$ cat config.mk
export PLATFORM = sky130hd
export DESIGN_NAME = color_attribute_string_parser
export DESIGN_NICKNAME = d
export VERILOG_FILES = /design/src/hdl/caspar_pkg.sv /design/src/hdl/color_attribute_string_parser.sv
export SDC_FILE = /design/constraint.sdc
export NUM_CORES = 1
export LEC_CHECK = 0
export BUFFER_PORTS_ARGS = -buffer_cell sky130_fd_sc_hd__buf_2
export CAP_MARGIN = 20
export CORE_MARGIN = 2
export CORE_UTILIZATION = 32
export DETAILED_ROUTE_END_ITERATION = 16
export GPL_ROUTABILITY_DRIVEN = 0
export PLACE_DENSITY_LB_ADDON = 0.08
export SYNTH_ARGS = -nofsm -noshare
export SYNTH_HDL_FRONTEND = slang
export SYNTH_SLANG_ARGS = --single-unit
$ cat constraint.sdc
create_clock -name clock -period 3.4 [get_ports clock]
set_input_delay 0.34 -clock clock [delete_from_list [all_inputs] [get_ports clock]]
set_output_delay 0.34 -clock clock [all_outputs]
set_load 0.01 [all_outputs]
$ cat src/hdl/caspar_pkg.sv
// Package for the colour attribute string parser: character classes,
// flag bits and the colour name table. It depends on nothing else.
`default_nettype none

package caspar_pkg;

   localparam int unsigned CharWidth = 8;
   localparam int unsigned AttrWidth = 16;
   localparam int unsigned ColorWidth = 3;

   localparam logic [AttrWidth-1:0] DefaultAttrReset = 16'h0007;
   localparam logic [AttrWidth-1:0] BlinkBit = 16'h0080;
   localparam logic [AttrWidth-1:0] IntenseBit = 16'h0100;

   localparam logic [CharWidth-1:0] ChTerm = 8'h00;
   localparam logic [CharWidth-1:0] ChStar = 8'h2A;
   localparam logic [CharWidth-1:0] ChQuery = 8'h3F;
   localparam logic [CharWidth-1:0] ChMinus = 8'h2D;
   localparam logic [CharWidth-1:0] ChPlus = 8'h2B;
   localparam logic [CharWidth-1:0] ChSlash = 8'h2F;
   localparam logic [CharWidth-1:0] ChZero = 8'h30;
   localparam logic [CharWidth-1:0] ChSeven = 8'h37;
   localparam logic [CharWidth-1:0] ChNine = 8'h39;

   localparam logic [ColorWidth-1:0] ColorWhite = 3'd7;

   // Three lowercase letters per name, first letter in the top byte.
   localparam logic [23:0] ColorNames [8] = '{
      24'h626C6B, // blk
      24'h626C75, // blu
      24'h67726E, // grn
      24'h63796E, // cyn
      24'h726564, // red
      24'h6D6167, // mag
      24'h79656C, // yel
      24'h776874  // wht
   };

   function automatic logic is_digit(input logic [CharWidth-1:0] c);
      return (c >= ChZero) && (c <= ChNine);
   endfunction

   function automatic logic is_alpha(input logic [CharWidth-1:0] c);
      return ((c >= 8'h61) && (c <= 8'h7A)) || ((c >= 8'h41) && (c <= 8'h5A));
   endfunction

   function automatic logic [CharWidth-1:0] to_lower(input logic [CharWidth-1:0] c);
      return ((c >= 8'h41) && (c <= 8'h5A)) ? (c + 8'd32) : c;
   endfunction

   // Returns the colour index in the low bits and a hit flag in the top bit.
   function automatic logic [ColorWidth:0] lookup_name(input logic [23:0] name);
      logic [ColorWidth:0] result;
      result = '0;
      for (int k = 0; k < 8; k++) begin
         if (ColorNames[k] == name) begin
            result = {1'b1, ColorWidth'(k)};
         end
      end
      return result;
   endfunction

endpackage : caspar_pkg

`default_nettype wire

$ cat src/hdl/color_attribute_string_parser.sv
// Top level of the colour attribute string parser: a per-character state
// update and a result register with handshake. Depends on caspar_pkg.
//
// Usage: characters arrive on the req_ stream, one byte per transfer; a zero
// byte ends the string. Each string starts from the attribute held in the
// csr_ register (reset value 7), applies optional blink/intense flag
// characters, then an optional foreground colour, a slash and a background
// colour. Only the terminating zero produces a transfer on the rsp_ stream:
// rsp_tdata carries the attribute and rsp_tuser flags a malformed string
// (with rsp_tdata then zero).
// Throughput is one character per cycle. A result appears on rsp_ in the cycle
// after its terminator is taken, from a single output register. While that
// register holds a result the receiver has not taken, req_tready is low; it
// rises in the same cycle rsp_tready is seen, so a steady receiver never
// stalls the character stream. Synchronous reset clears the parse state,
// empties the output register and restores the default attribute. csr_
// writes are always taken and apply from the next string onwards.
`default_nettype none

module color_attribute_string_parser
   import caspar_pkg::*;
(
   input  wire logic                 clock,
   input  wire logic                 reset,
   // Configuration write channel.
   input  wire logic                 csr_valid,
   output      logic                 csr_ready,
   input  wire logic [AttrWidth-1:0] csr_data,   // default_attr
   // Character stream.
   input  wire logic                 req_tvalid,
   output      logic                 req_tready,
   input  wire logic [CharWidth-1:0] req_tdata,  // ch
   // Result stream.
   output      logic                 rsp_tvalid,
   input  wire logic                 rsp_tready,
   output      logic [AttrWidth-1:0] rsp_tdata,  // attr_out
   output      logic                 rsp_tuser   // error
);

   typedef enum logic [2:0] {
      PH_IDLE   = 3'd0,
      PH_PREFIX = 3'd1,
      PH_FGNAME = 3'd2,
      PH_SLASH  = 3'd3,
      PH_BG     = 3'd4,
      PH_BGNAME = 3'd5,
      PH_DONE   = 3'd6
   } phase_type;

   phase_type             phase_ff, phase_in, ph_cur;
   logic [1:0]            count_ff, count_in, count_cur;
   logic [15:0]           letters_ff, letters_in, letters_cur;
   logic [AttrWidth-1:0]  work_ff, work_in, work_cur;
   logic [ColorWidth-1:0] fg_ff, fg_in, fg_cur;
   logic                  err_ff, err_in;
   logic [AttrWidth-1:0]  default_ff;

   logic                  rsp_valid_ff;
   logic [AttrWidth-1:0]  rsp_attr_ff, rsp_attr_in;
   logic                  rsp_err_ff, rsp_err_in;
   logic                  rsp_load;

   logic                  req_fire;
   logic [CharWidth-1:0]  ch;
   logic [CharWidth-1:0]  ch_low;
   logic                  ch_digit, ch_alpha;
   logic [ColorWidth-1:0] digit_val;
   logic [ColorWidth:0]   name_hit;

   assign csr_ready  = 1'b1;
   assign req_tready = !rsp_valid_ff || rsp_tready;
   assign req_fire   = req_tvalid && req_tready;
   assign rsp_tvalid = rsp_valid_ff;
   assign rsp_tdata  = rsp_attr_ff;
   assign rsp_tuser  = rsp_err_ff;

   assign ch        = req_tdata;
   assign ch_low    = to_lower(ch);
   assign ch_digit  = is_digit(ch);
   assign ch_alpha  = is_alpha(ch);
   assign digit_val = ch[ColorWidth-1:0];
   assign name_hit  = lookup_name({letters_ff, ch_low});

   // The first character of a string loads the default attribute.
   assign ph_cur      = (phase_ff == PH_IDLE) ? PH_PREFIX : phase_ff;
   assign work_cur    = (phase_ff == PH_IDLE) ? default_ff : work_ff;
   assign fg_cur      = (phase_ff == PH_IDLE) ? ColorWhite : fg_ff;
   assign count_cur   = (phase_ff == PH_IDLE) ? 2'd0 : count_ff;
   assign letters_cur = (phase_ff == PH_IDLE) ? 16'h0000 : letters_ff;

   always_comb begin
      phase_in    = phase_ff;
      count_in    = count_ff;
      letters_in  = letters_ff;
      work_in     = work_ff;
      fg_in       = fg_ff;
      err_in      = err_ff;
      rsp_load    = 1'b0;
      rsp_attr_in = rsp_attr_ff;
      rsp_err_in  = rsp_err_ff;

      if (req_fire) begin
         if (ch == ChTerm) begin
            rsp_load    = 1'b1;
            rsp_err_in  = err_ff;
            rsp_attr_in = err_ff ? '0 : ((phase_ff == PH_IDLE) ? default_ff : work_ff);
            phase_in    = PH_IDLE;
            count_in    = 2'd0;
            letters_in  = 16'h0000;
            fg_in       = ColorWhite;
            err_in      = 1'b0;
            work_in     = default_ff;
         end else if (!err_ff) begin
            phase_in   = ph_cur;
            count_in   = count_cur;
            letters_in = letters_cur;
            work_in    = work_cur;
            fg_in      = fg_cur;
            unique case (ph_cur)
               PH_PREFIX, PH_BG: begin
                  if (ph_cur == PH_PREFIX && ch == ChStar) begin
                     work_in = work_cur & ~BlinkBit;
                  end else if (ph_cur == PH_PREFIX && ch == ChQuery) begin
                     work_in = work_cur | BlinkBit;
                  end else if (ph_cur == PH_PREFIX && ch == ChMinus) begin
                     work_in = work_cur & ~IntenseBit;
                  end else if (ph_cur == PH_PREFIX && ch == ChPlus) begin
                     work_in = work_cur | IntenseBit;
                  end else if (ph_cur == PH_PREFIX && ch == ChSlash) begin
                     phase_in = PH_BG;
                  end else if (ch_digit) begin
                     if (ch > ChSeven) begin
                        err_in = 1'b1;
                     end else if (ph_cur == PH_PREFIX) begin
                        fg_in    = digit_val;
                        phase_in = PH_SLASH;
                     end else begin
                        work_in  = {work_cur[15:8], 2'b00, fg_cur, digit_val};
                        phase_in = PH_DONE;
                     end
                  end else if (ch_alpha) begin
                     letters_in = {ch_low, 8'h00};
                     count_in   = 2'd1;
                     phase_in   = (ph_cur == PH_PREFIX) ? PH_FGNAME : PH_BGNAME;
                  end else begin
                     err_in = 1'b1;
                  end
               end
               PH_FGNAME, PH_BGNAME: begin
                  if (!ch_alpha) begin
                     err_in = 1'b1;
                  end else if (count_cur == 2'd1) begin
                     letters_in = {letters_cur[15:8], ch_low};
                     count_in   = 2'd2;
                  end else begin
                     count_in = 2'd0;
                     if (!name_hit[ColorWidth]) begin
                        err_in = 1'b1;
                     end else if (ph_cur == PH_FGNAME) begin
                        fg_in    = name_hit[ColorWidth-1:0];
                        phase_in = PH_SLASH;
                     end else begin
                        work_in  = {work_cur[15:8], 2'b00, fg_cur,
                                    name_hit[ColorWidth-1:0]};
                        phase_in = PH_DONE;
                     end
                  end
               end
               PH_SLASH: begin
                  if (ch == ChSlash) begin
                     phase_in = PH_BG;
                  end else begin
                     err_in = 1'b1;
                  end
               end
               default: begin
                  err_in = 1'b1;
               end
            endcase
         end
      end
   end

   always_ff @(posedge clock) begin
      if (reset) begin
         phase_ff     <= PH_IDLE;
         count_ff     <= 2'd0;
         letters_ff   <= 16'h0000;
         work_ff      <= DefaultAttrReset;
         fg_ff        <= ColorWhite;
         err_ff       <= 1'b0;
         default_ff   <= DefaultAttrReset;
         rsp_valid_ff <= 1'b0;
      end else begin
         phase_ff   <= phase_in;
         count_ff   <= count_in;
         letters_ff <= letters_in;
         work_ff    <= work_in;
         fg_ff      <= fg_in;
         err_ff     <= err_in;
         if (csr_valid) begin
            default_ff <= csr_data;
         end
         if (rsp_load) begin
            rsp_valid_ff <= 1'b1;
         end else if (rsp_tready) begin
            rsp_valid_ff <= 1'b0;
         end
      end
   end

   // Result payload needs no reset; it is qualified by rsp_valid_ff.
   always_ff @(posedge clock) begin
      if (rsp_load) begin
         rsp_attr_ff <= rsp_attr_in;
         rsp_err_ff  <= rsp_err_in;
      end
   end

endmodule : color_attribute_string_parser

`default_nettype wire

# == Word-level counts from Yosys, hierarchy flattened ==
# Index checks and enable logic that the tools add are counted.
# op_classes
addsub,1
magnitude_cmp,7
eq_ne,20
mux,105
reduce_logical,19
# op_table
op,count
two-way mux 16 bit,13
"equality test 23 x 24 -> 1 bit, first input constant",8
two-way mux 3 bit,33
two-way mux 8 bit,11
"equality test 8 x 6 -> 1 bit, second input constant",5
two-way mux 9 bit,4
two-way mux 4 bit,8
one-hot mux 16 bit (2 select lines),1
two-way mux 2 bit,12
two-way mux 1 bit,18
one-hot mux 9 bit (2 select lines),1
"greater-or-equal comparator 8 x 7 -> 1 bit, second input constant",2
"<= comparator 8 x 7 -> 1 bit, second input constant",2
logical AND 1 bit,9
one-hot mux 3 bit (3 select lines),1
"adder 8 x 6 -> 8 bit, second input constant",1
"greater-or-equal comparator 8 x 6 -> 1 bit, second input constant",1
"greater-than comparator 8 x 6 -> 1 bit, second input constant",1
"<= comparator 8 x 6 -> 1 bit, second input constant",1
logical NOT 8 bit,1
"equality test 3 x 2 -> 1 bit, second input constant",2
"equality test 3 bit, second input constant",2
one-hot mux 3 bit (2 select lines),1
one-hot mux 2 bit (2 select lines),1
other kinds (11),13
# word_totals
regBits,75
input_bits,29
out_inout_bits,20
word_cells,162

# == Longest topological paths before layout ==
# Gate-level depths: netlist of run 1.
# depth
depth_word,19
ltp_mapped,12
ltp_nobuf,10

# == Least setup slack after synthesis of run 1 ==
# OpenSTA, ideal clock, no wires.
# synth_timing
path_type,input-to-reg
from,input port req_tdata[5]
to,register phase_ff[0]
t_arrival_ns,2.447
t_required_ns,3.267
setup_slack_ns,0.820
stages,12
path_buffers,2
cell_sequence,clkbuf_1 inv_1 ha_1 nand2_1 o31a_1 a2111oi_2 o211ai_2 a2111oi_4 buf_6 nor3_1 a21oi_1 a211oi_2
# synth_between
elab_chain_len,18
elab_cells_between_ends,57
classes_between,add/sub (1); order compare (7); eq/ne (14); mux (24); reduce/logical (11)
# synth_lines
element,line_no,source
start: declaration,color_attribute_string_parser.sv:32,"input wire logic [CharWidth-1:0] req_tdata,"
greater-or-equal comparator 8 x 7 -> 1 bit or <= comparator 8 x 7 -> 1 bit (tied branches),"caspar_pkg.sv:44, caspar_pkg.sv:48",
logical AND 1 bit,"caspar_pkg.sv:44, caspar_pkg.sv:48",
two-way mux 8 bit,caspar_pkg.sv:48,return ((c >= 8'h41) && (c <= 8'h5A)) ? (c + 8'd32) : c;
equality test 23 x 24 -> 1 bit,caspar_pkg.sv:56,if (ColorNames[k] == name) begin
two-way mux 4 bit (8 in series),caspar_pkg.sv:56,
two-way mux 3 bit,color_attribute_string_parser.sv:157,if (!name_hit[ColorWidth]) begin
two-way mux 3 bit,color_attribute_string_parser.sv:152,end else if (count_cur == 2'd1) begin
two-way mux 3 bit,color_attribute_string_parser.sv:150,if (!ch_alpha) begin
one-hot mux 3 bit (3 select lines),color_attribute_string_parser.sv:119,unique case (ph_cur)
two-way mux 3 bit,color_attribute_string_parser.sv:113,end else if (!err_ff) begin
two-way mux 3 bit,color_attribute_string_parser.sv:103,if (ch == ChTerm) begin
end signal: assignment,color_attribute_string_parser.sv:195,phase_ff <= phase_in;
end: declaration,color_attribute_string_parser.sv:50,"phase_type phase_ff, phase_in, ph_cur;"
# Several ways; a longest one is shown, not always the timed one. The select of a mux whose other input is x is not followed.
# A chain may end at the register's enable or synchronous reset.

# == Worst setup path after layout of run 1 ==
# layout_timing
from,register letters_ff[9]
to,register work_ff[5]
# layout_between
elab_chain_len,15
elab_cells_between_ends,22
classes_between,eq/ne (8); mux (14)
# layout_lines
element,line_no,source
start: declaration,color_attribute_string_parser.sv:52,"logic [15:0] letters_ff, letters_in, letters_cur;"
start signal: assignment,color_attribute_string_parser.sv:197,letters_ff <= letters_in;
equality test 23 x 24 -> 1 bit,caspar_pkg.sv:56,
two-way mux 4 bit (7 in series),caspar_pkg.sv:56,
two-way mux 4 bit (*),caspar_pkg.sv:56,
two-way mux 8 bit (*),color_attribute_string_parser.sv:157,
two-way mux 8 bit (*),color_attribute_string_parser.sv:152,
two-way mux 8 bit (*),color_attribute_string_parser.sv:150,
one-hot mux 9 bit (2 select lines) (*),color_attribute_string_parser.sv:119,
two-way mux 16 bit (*),color_attribute_string_parser.sv:113,
two-way mux 16 bit (*),color_attribute_string_parser.sv:103,
end signal: assignment,color_attribute_string_parser.sv:189,work_ff <= DefaultAttrReset;
end signal: assignment,color_attribute_string_parser.sv:198,work_ff <= work_in;
end: declaration,color_attribute_string_parser.sv:53,"logic [AttrWidth-1:0] work_ff, work_in, work_cur;"
# Every way passes the cells marked *; elsewhere a longest branch is shown, timed or not. The select of a mux whose other input is x is not followed.

==> results of run 1 <==
-- registers in the layout (all words and copies together) (netlist names) --
| register | cells |
|---|---|
| phase_ff | 3 |
| default_ff | 16 |
| work_ff | 16 |
| rsp_tvalid | 1 |
| rsp_tuser | 1 |
| count_ff | 2 |
| err_ff | 1 |
| fg_ff | 3 |
| rsp_tdata | 16 |
| letters_ff | 16 |
-- cell usage after synthesis (all sizes together), types with 3 or more instances --
master | count | area share [%]
or3 | 5 | 0.73
nand2 | 73 | 6.4
nor2b | 5 | 0.73
nand4bb | 4 | 1.0
nand3 | 9 | 1.0
nor4bb | 3 | 0.70
nand2b | 5 | 0.73
o32a | 3 | 0.70
o211ai | 8 | 1.5
clkbuf | 29 | 2.5
or4 | 4 | 0.79
nor3 | 16 | 2.1
o31a | 4 | 0.82
a22o | 9 | 1.8
a31oi | 4 | 0.58
edfxtp | 17 | 12
nor4 | 5 | 1.0
a211oi | 6 | 1.2
o21ai | 37 | 4.3
mux2i | 19 | 4.4
a311oi | 3 | 0.61
buf | 7 | 0.90
nand4 | 5 | 0.73
nand4b | 4 | 0.82
o2bb2ai | 5 | 1.0
o31ai | 6 | 1.0
dfxtp | 58 | 27
and3 | 7 | 1.0
o22ai | 6 | 0.87
a21oi | 58 | 6.8
nor2 | 52 | 4.5
inv | 9 | 0.79
-- worst paths after layout --
check           startpoint             to  depth (start not counted)
max          letters_ff[9]     work_ff[5]                          9
min            csr_data[0]  default_ff[0]                          3
max reg2reg  letters_ff[9]     work_ff[5]                          9
min reg2reg  letters_ff[7]  letters_ff[7]                          2
-- power groups by stage --
stage	clock network [mW]	registers, mW	logic [mW]
after floorplan	0	0.979	0.253
after global placement	0	1.00	0.355
after detailed placement	0	1.00	0.356
after CTS	0.978	0.985	0.357
after global routing	1.01	0.990	0.398
final	0.953	0.985	0.359
-- critical path, delay by kind of cell, from the launching register on --
| family | cells | cell delay (ps) |
|---|---|---|
| and+or+nand+nor | 4 | 1140 |
| DFF | 1 | 380 |
| AOI/OAI and AO/OA | 4 | 1000 |
| buffers and inverters | 1 | 250 |
-- through the flow --
stage	hold slack, ps	power [mW]
floorplan	431	1.23
global placement	459	1.36
detailed placement	462	1.36
CTS	209	2.32
global route	214	2.40
finish	218	2.30
-- routing by layer --
metal	vias up	part of all wire [%]	GRT usage, %
met5	-	0	0
met4	0	2.0	6.62
met2	146	44	29.5
met1	1993	48	27.7
li1	2023	-	-
met3	23	6.0	3.75
-- area by class of cell --
cell class	instances	area, um^2	area share, %
clock inverter	5	55.1	1.10
tap	176	220	4.40
inverter	9	33.8	0.674
timing repair buffer	62	348	6.94
sequential	75	1670	33.4
multi-input combinational	405	2450	48.9
clock buffer	11	233	4.65
-- placed cells by master (no fill, tap or decap), types with 6 or more instances in the layout --
cell type / synthesis / final
sky130_fd_sc_hd__nor2_1: 52 / 52
sky130_fd_sc_hd__o22ai_1: 6 / 6
sky130_fd_sc_hd__a21oi_1: 57 / 57
sky130_fd_sc_hd__and3_1: 7 / 7
sky130_fd_sc_hd__o21ai_0: 33 / 33
sky130_fd_sc_hd__a22o_1: 9 / 9
sky130_fd_sc_hd__edfxtp_1: 17 / 17
sky130_fd_sc_hd__buf_2: 1 / 47
sky130_fd_sc_hd__dfxtp_1: 58 / 58
sky130_fd_sc_hd__nand3_1: 9 / 9
sky130_fd_sc_hd__nand2_1: 72 / 72
sky130_fd_sc_hd__clkbuf_16: 0 / 9
sky130_fd_sc_hd__o31ai_1: 6 / 6
sky130_fd_sc_hd__inv_1: 9 / 9
sky130_fd_sc_hd__mux2i_1: 19 / 19
sky130_fd_sc_hd__buf_4: 1 / 15
sky130_fd_sc_hd__nor3_1: 14 / 13
sky130_fd_sc_hd__o211ai_1: 7 / 7
-- cell families (layout without fill, tap and decap cells) --
family                     after synthesis  count (layout)  synth area share, %
AOI/OAI and AO/OA                      168             168                 25.8
buffers and inverters                   45              87                 4.22
muxes                                   20              20                 4.69
DFF                                     75              75                 38.9
other                                    1               1               0.0873
and+or+nand+nor                        212             212                 25.3
adders and majority gates                3               3                0.816
xor gates and xnor gates                 1               1                0.204
==> results_tabular.tex, run 1 <==
\begin{tabular}{lr}
\hline
Metric & Value \\
\hline
\multicolumn{2}{l}{\textbf{Critical path}} \\
Register-to-register setup slack & 530 ps \\
Critical Setup Path Class & reg -> reg \\
Type of element launching the critical path & flop \\
Delay contributed by the slowest stage of the critical path & 550 ps \\
Worst Path Arrival & 3110 ps \\
Critical-path cell list & nor4bb\_1 -> nand2\_1 -> or4\_1 -> o31a\_1 -> a2111oi\_4 -> buf\_4 -> nor2\_1 -> a311oi\_1 -> o21ai\_1 \\
Cell with the biggest individual delay on the critical path & sky130\_fd\_sc\_hd\_\_or4\_1 \\
Worst path required time & 3630 ps \\
Peak fanout along the critical path & 9 \\
Type of destination of the critical path & flop \\
\multicolumn{2}{l}{\textbf{Placed design}} \\
Count of input and output buffers & 47 \\
Placed insts & 727 \\
Placed cell area & 0.00472 mm\^{}2 \\
HPWL after DPL & 9840 um \\
Post-place setup slack & 299 ps \\
\multicolumn{2}{l}{\textbf{Timing}} \\
Share of the clock period used by the worst path & 84.5\% \\
Slew HR & 39.3\% \\
Clock period minus final worst setup slack & 2870 ps \\
Final-report setup violation count & 0 \\
Final setup slack of the worst path & 526 ps \\
Achievable clock frequency & 348 MHz \\
Slew Viols, Final & 0 \\
Unrepaired setup endpoints after global routing & false \\
Clock skew after layout & 6.36 ps \\
Final hold viol count & 0 \\
Setup TNS Final & 0 ps \\
Slew of the pin with the lowest slew margin & 908 ps \\
\multicolumn{2}{l}{\textbf{Yosys}} \\
Count of cell types in the netlist & 74 \\
Synthesis-stage register bit count & 75 \\
Most used flip-flop cell after synthesis & sky130\_fd\_sc\_hd\_\_dfxtp\_1 \\
Number of warnings issued by yosys & 0 \\
Share of flip-flops with an asynchronous set or reset & 0\% \\
Sequential fraction of the synthesis area & 38.9\% \\
Average instance area after synthesis & 8.18 um\^{}2 \\
Post-Synthesis Cell Area & 0.00430 mm\^{}2 \\
Syn nets & 556 \\
Number of standard cells after synthesis & 525 \\
Number of enable flip-flop cells after synthesis & 17 \\
\multicolumn{2}{l}{\textbf{Clock network}} \\
Count of clock tree sinks & 75 \\
Hold\_buf cts & 0 \\
Post-CTS Setup Repair Bufs & 0 \\
CTS tree & yes \\
Worst skew pair latency & 350 ps \\
Number of buffers created by CTS & 9 \\
Clock Tree Root & sky130\_fd\_sc\_hd\_\_clkbuf\_16 \\
Resize count post-CTS & 0 \\
CTS H-tree lvls & 3 \\
Clock-pin slew reported for the worst setup and hold paths after clock tree synthesis & 60 ps \\
Max clock buf depth & 2 \\
\multicolumn{2}{l}{\textbf{Global route}} \\
Number of antenna violations at the first check in global routing & 0 \\
Wire length of the first global-routing pass & 21,700 um \\
GRT overflow & 0 \\
Maximum number of pins on one net before global-route repair & 25 \\
Global router's overall resource usage & 19.5\% \\
Number of global-route vias before repair & 3,985 \\
\multicolumn{2}{l}{\textbf{Drt}} \\
Average routed wire per standard cell & 18.1 um \\
Number of optimization iterations in the first detailed-route pass & 5 \\
Detailed Route WL & 13,500 um \\
Drt first-iter violations & 501 \\
Total via count in the routed design & 4,185 \\
Detail-routed via count per cell & 5.63 \\
Routed Antenna Nets & 0 \\
Remaining routing DRC violations & 0 \\
\multicolumn{2}{l}{\textbf{Finish}} \\
Final standard cell utilization of the core & 38.0\% \\
Antenna Cells & 0 \\
Number of filler instances in the final layout & 1,389 \\
Post-layout instance count excluding filler cells & 743 \\
Ratio of cells with drive above 1 in the final layout & 15.9\% \\
Layout-stage area growth over the synthesis result & 16.6\% \\
Final \#Nets & 593 \\
Final standard cell area without fillers & 0.00501 mm\^{}2 \\
\multicolumn{2}{l}{\textbf{Run}} \\
Maxcap violations & 0 \\
\multicolumn{2}{l}{\textbf{Power and ir drop}} \\
Maximum VDD drop & 0.000196 V \\
Clock share of power & 41.5\% \\
Net Sw Power & 660 uW \\
Power Density & 459 mW/mm\^{}2 \\
Cell leakage power & 1.84 nW \\
Part of the total power dissipated in combinational logic & 15.6\% \\
Sequential share of power & 42.9\% \\
Internal Pwr Total & 1.64 mW \\
Net switching fraction of the power & 28.7\% \\
\multicolumn{2}{l}{\textbf{Floorplanning}} \\
Ports placed on the boundary & 49 \\
Die Span X & 120 um \\
Full die area & 0.0144 mm\^{}2 \\
Total core area & 0.0132 mm\^{}2 \\
Row cnt & 42 \\
Initial cell density of the core & 32.6\% \\
Die Ht & 120 um \\
\multicolumn{2}{l}{\textbf{Run status}} \\
Result of the run & finished clean \\
\multicolumn{2}{l}{\textbf{Min path}} \\
Worst hold path class & in -> reg \\
\hline
\end{tabular}
Note: power is estimated with default switching activity, not from simulation.
==> run 2, diff against run 1 <==
==> constraint.sdc (replaced) <==
create_clock -name clock -period 2.7 [get_ports clock]
set_input_delay 0.27 -clock clock [delete_from_list [all_inputs] [get_ports clock]]
set_output_delay 0.27 -clock clock [all_outputs]
set_load 0.01 [all_outputs]
==> run 2 against run 1 <==
Net effect:
- routed wire length increased by 8.1%
- highest routed layer unchanged
- global-route usage rose by 1.3 points
- critical path depth grew 1
- largest cell class unchanged
- flip-flop and latch count unchanged
- maximum frequency increased by 9.9%
==> results_tabular.tex, run 2 (same netlist as run 1, synthesis figures left out) <==
\begin{tabular}{lr}
\hline
Metric & Value \\
\hline
\multicolumn{2}{l}{\textbf{Run status}} \\
Result of the run & finished clean \\
\multicolumn{2}{l}{\textbf{Drt}} \\
Detail-routed via count per cell & 5.47 (-2.8\%) \\
Number of optimization iterations in the first detailed-route pass & 5 (unchanged) \\
Drt first-iter violations & 465 (-7.2\%) \\
Remaining routing DRC violations & 0 (unchanged) \\
Average routed wire per standard cell & 18.5 um (+1.8\%) \\
Detailed Route WL & 14,600 um (+8.1\%) \\
Total via count in the routed design & 4,319 (+3.2\%) \\
Routed Antenna Nets & 0 (unchanged) \\
\multicolumn{2}{l}{\textbf{Floorplanning}} \\
Row cnt & 42 (unchanged) \\
Full die area & 0.0144 mm\^{}2 (unchanged) \\
Die Ht & 120 um (unchanged) \\
Initial cell density of the core & 32.6\% (unchanged) \\
Ports placed on the boundary & 49 (unchanged) \\
Total core area & 0.0132 mm\^{}2 (unchanged) \\
Die Span X & 120 um (unchanged) \\
\multicolumn{2}{l}{\textbf{Critical path}} \\
Worst Path Arrival & 2840 ps (-270 ps) \\
Register-to-register setup slack & 90 ps (-440 ps) \\
Peak fanout along the critical path & 7 (-2) \\
Type of destination of the critical path & flop \\
Type of element launching the critical path & flop \\
Critical Setup Path Class & reg -> reg \\
Worst path required time & 2930 ps (-700 ps) \\
\multicolumn{2}{l}{\textbf{Placed design}} \\
Placed insts & 769 (+5.8\%) \\
Post-place setup slack & 20.3 ps (-279 ps) \\
HPWL after DPL & 10,400 um (+6.2\%) \\
Count of input and output buffers & 47 (unchanged) \\
\multicolumn{2}{l}{\textbf{Min path}} \\
Worst hold path class & in -> reg \\
\multicolumn{2}{l}{\textbf{Timing}} \\
Slew HR & 40.6\% (+1.3 points) \\
Final setup slack of the worst path & 85.1 ps (-441 ps) \\
Clock period minus final worst setup slack & 2610 ps (-259 ps) \\
Clock skew after layout & 8.16 ps (+1.80 ps) \\
Slew of the pin with the lowest slew margin & 888 ps (-19.6 ps) \\
Final-report setup violation count & 0 (unchanged) \\
Achievable clock frequency & 382 MHz (+9.9\%) \\
Share of the clock period used by the worst path & 96.8\% (+12 points) \\
Slew Viols, Final & 0 (unchanged) \\
Hold slack & 137 ps (-80.6 ps) \\
Final hold viol count & 0 (unchanged) \\
\multicolumn{2}{l}{\textbf{Global route}} \\
Wire length of the first global-routing pass & 23,100 um (+6.5\%) \\
Global router's overall resource usage & 20.8\% (+1.3 points) \\
GRT overflow & 0 (unchanged) \\
Number of global-route vias before repair & 4,269 (+7.1\%) \\
Maximum number of pins on one net before global-route repair & 32 (+28\%) \\
Number of antenna violations at the first check in global routing & 0 (unchanged) \\
\multicolumn{2}{l}{\textbf{Finish}} \\
Ratio of cells with drive above 1 in the final layout & 25.3\% (+9.4 points) \\
Most frequent standard cell in the layout excluding fill and tap cells & sky130\_fd\_sc\_hd\_\_nand2\_1 \\
Number of filler instances in the final layout & 1,370 (-1.4\%) \\
Post-layout instance count excluding filler cells & 789 (+6.2\%) \\
Layout-stage area growth over the synthesis result & 29.0\% \\
Antenna Cells & 0 (unchanged) \\
Leading cell types in the layout, fill and taps excluded & sky130\_fd\_sc\_hd\_\_nand2\_1 (71), sky130\_fd\_sc\_hd\_\_a21oi\_1 (57), sky130\_fd\_sc\_hd\_\_buf\_4 (57) \\
Multi-input gate area in the final layout & 0.00253 mm\^{}2 (+3.2\%) \\
Sequential Area & 0.00168 mm\^{}2 (+0.52\%) \\
Final \#Nets & 639 (+7.8\%) \\
\multicolumn{2}{l}{\textbf{Power and ir drop}} \\
Maximum VDD drop & 0.000233 V (+19\%) \\
Net switching fraction of the power & 28.3\% (-0.43 points) \\
Power Density & 562 mW/mm\^{}2 (+22\%) \\
Cell leakage power & 2.11 nW (+15\%) \\
Internal Pwr Total & 2.23 mW (+36\%) \\
Clock share of power & 44.0\% (+2.5 points) \\
Sequential share of power & 39.4\% (-3.5 points) \\
Net Sw Power & 881 uW (+33\%) \\
Part of the total power dissipated in combinational logic & 16.7\% (+1.1 points) \\
\multicolumn{2}{l}{\textbf{Run}} \\
Maxcap violations & 0 (unchanged) \\
\multicolumn{2}{l}{\textbf{Clock network}} \\
Worst skew pair latency & 350 ps (about the same) \\
CTS tree & yes \\
Hold\_buf cts & 0 (unchanged) \\
Count of clock tree sinks & 75 (unchanged) \\
CTS H-tree lvls & 3 (unchanged) \\
Clock-pin slew reported for the worst setup and hold paths after clock tree synthesis & 60 ps (about the same) \\
Clock Tree Root & sky130\_fd\_sc\_hd\_\_clkbuf\_16 \\
Max clock buf depth & 2 (unchanged) \\
Number of buffers created by CTS & 9 (unchanged) \\
\hline
\end{tabular}
[run 2: changes by cell type in the layout (fill, tap and decap cells not counted), sizes merged]
cell | previous run | this run
bufinv | 1 | 2
buf | 62 | 107
inv | 10 | 12
clkinv | 2 | 0
[run 2: power by group through the flow]
stage | registers, mW | clock network, mW | logic, mW
6_report | 1.23 | 1.37 | 0.519
5_1_grt | 1.23 | 1.45 | 0.576
4_1_cts | 1.22 | 1.40 | 0.519
3_5_place_dp | 1.25 | 0 | 0.517
3_3_place_gp | 1.25 | 0 | 0.515
2_1_floorplan | 1.23 | 0 | 0.318
[run 2: final timing paths]
| check | start | endpoint | cells past startpoint |
|---|---|---|---|
| setup reg to reg | letters_ff[7] | phase_ff[0] | 10 |
| setup / recovery | letters_ff[7] | phase_ff[0] | 10 |
| hold / removal | csr_data[0] | default_ff[0] | 3 |
| hold reg to reg | letters_ff[15] | letters_ff[15] | 1 |
[run 2: area by class of cell]
type,count,share of cell area (%)
tap,176,3.97
clock buffer,10,4.31
multi-input combinational,405,45.6
inverter,9,0.610
sequential,75,30.3
clock inverter,6,1.69
timing repair buffer,108,13.5
[run 2: through the flow]
stage / utilization [%] / instance area [um^2] / TNS, ps / power (mW)
2_1_floorplan: - / 4300 / 0 / 1.55
6_report: 42.0 / 5540 / 0 / 3.11
4_1_cts: 41.0 / 5410 / 0 / 3.14
3_5_place_dp: 38.5 / 5070 / 0 / 1.77
5_1_grt: 42.0 / 5540 / -188 / 3.26
3_3_place_gp: 38.5 / 5070 / 0 / 1.76
[run 2: timing repair]
| action | 4_1_cts | 5_1_grt |
|---|---|---|
| gates resized for setup | 0 | 21 |
| setup endpoints to repair | 0 | 10 |
| setup buffers | 0 | 3 |
[run 2: metal layers]
metal,global-route usage (%),part of all wire (%)
met4,9.34,2.3
met2,31.8,44
met3,3.56,5.0
met1,28.7,48
met5,0,0
[run 2: worst max-delay path, cell delays in order (launching register included)]
cell and delay (ps):
sky130_fd_sc_hd__dfxtp_1 310, sky130_fd_sc_hd__nand4bb_2 310, sky130_fd_sc_hd__buf_4 190, sky130_fd_sc_hd__or3_1 340
sky130_fd_sc_hd__o31a_1 340, sky130_fd_sc_hd__a2111oi_4 340, sky130_fd_sc_hd__buf_4 190, sky130_fd_sc_hd__buf_12 120
sky130_fd_sc_hd__nor3_1 40, sky130_fd_sc_hd__a21oi_1 210, sky130_fd_sc_hd__a211oi_2 100
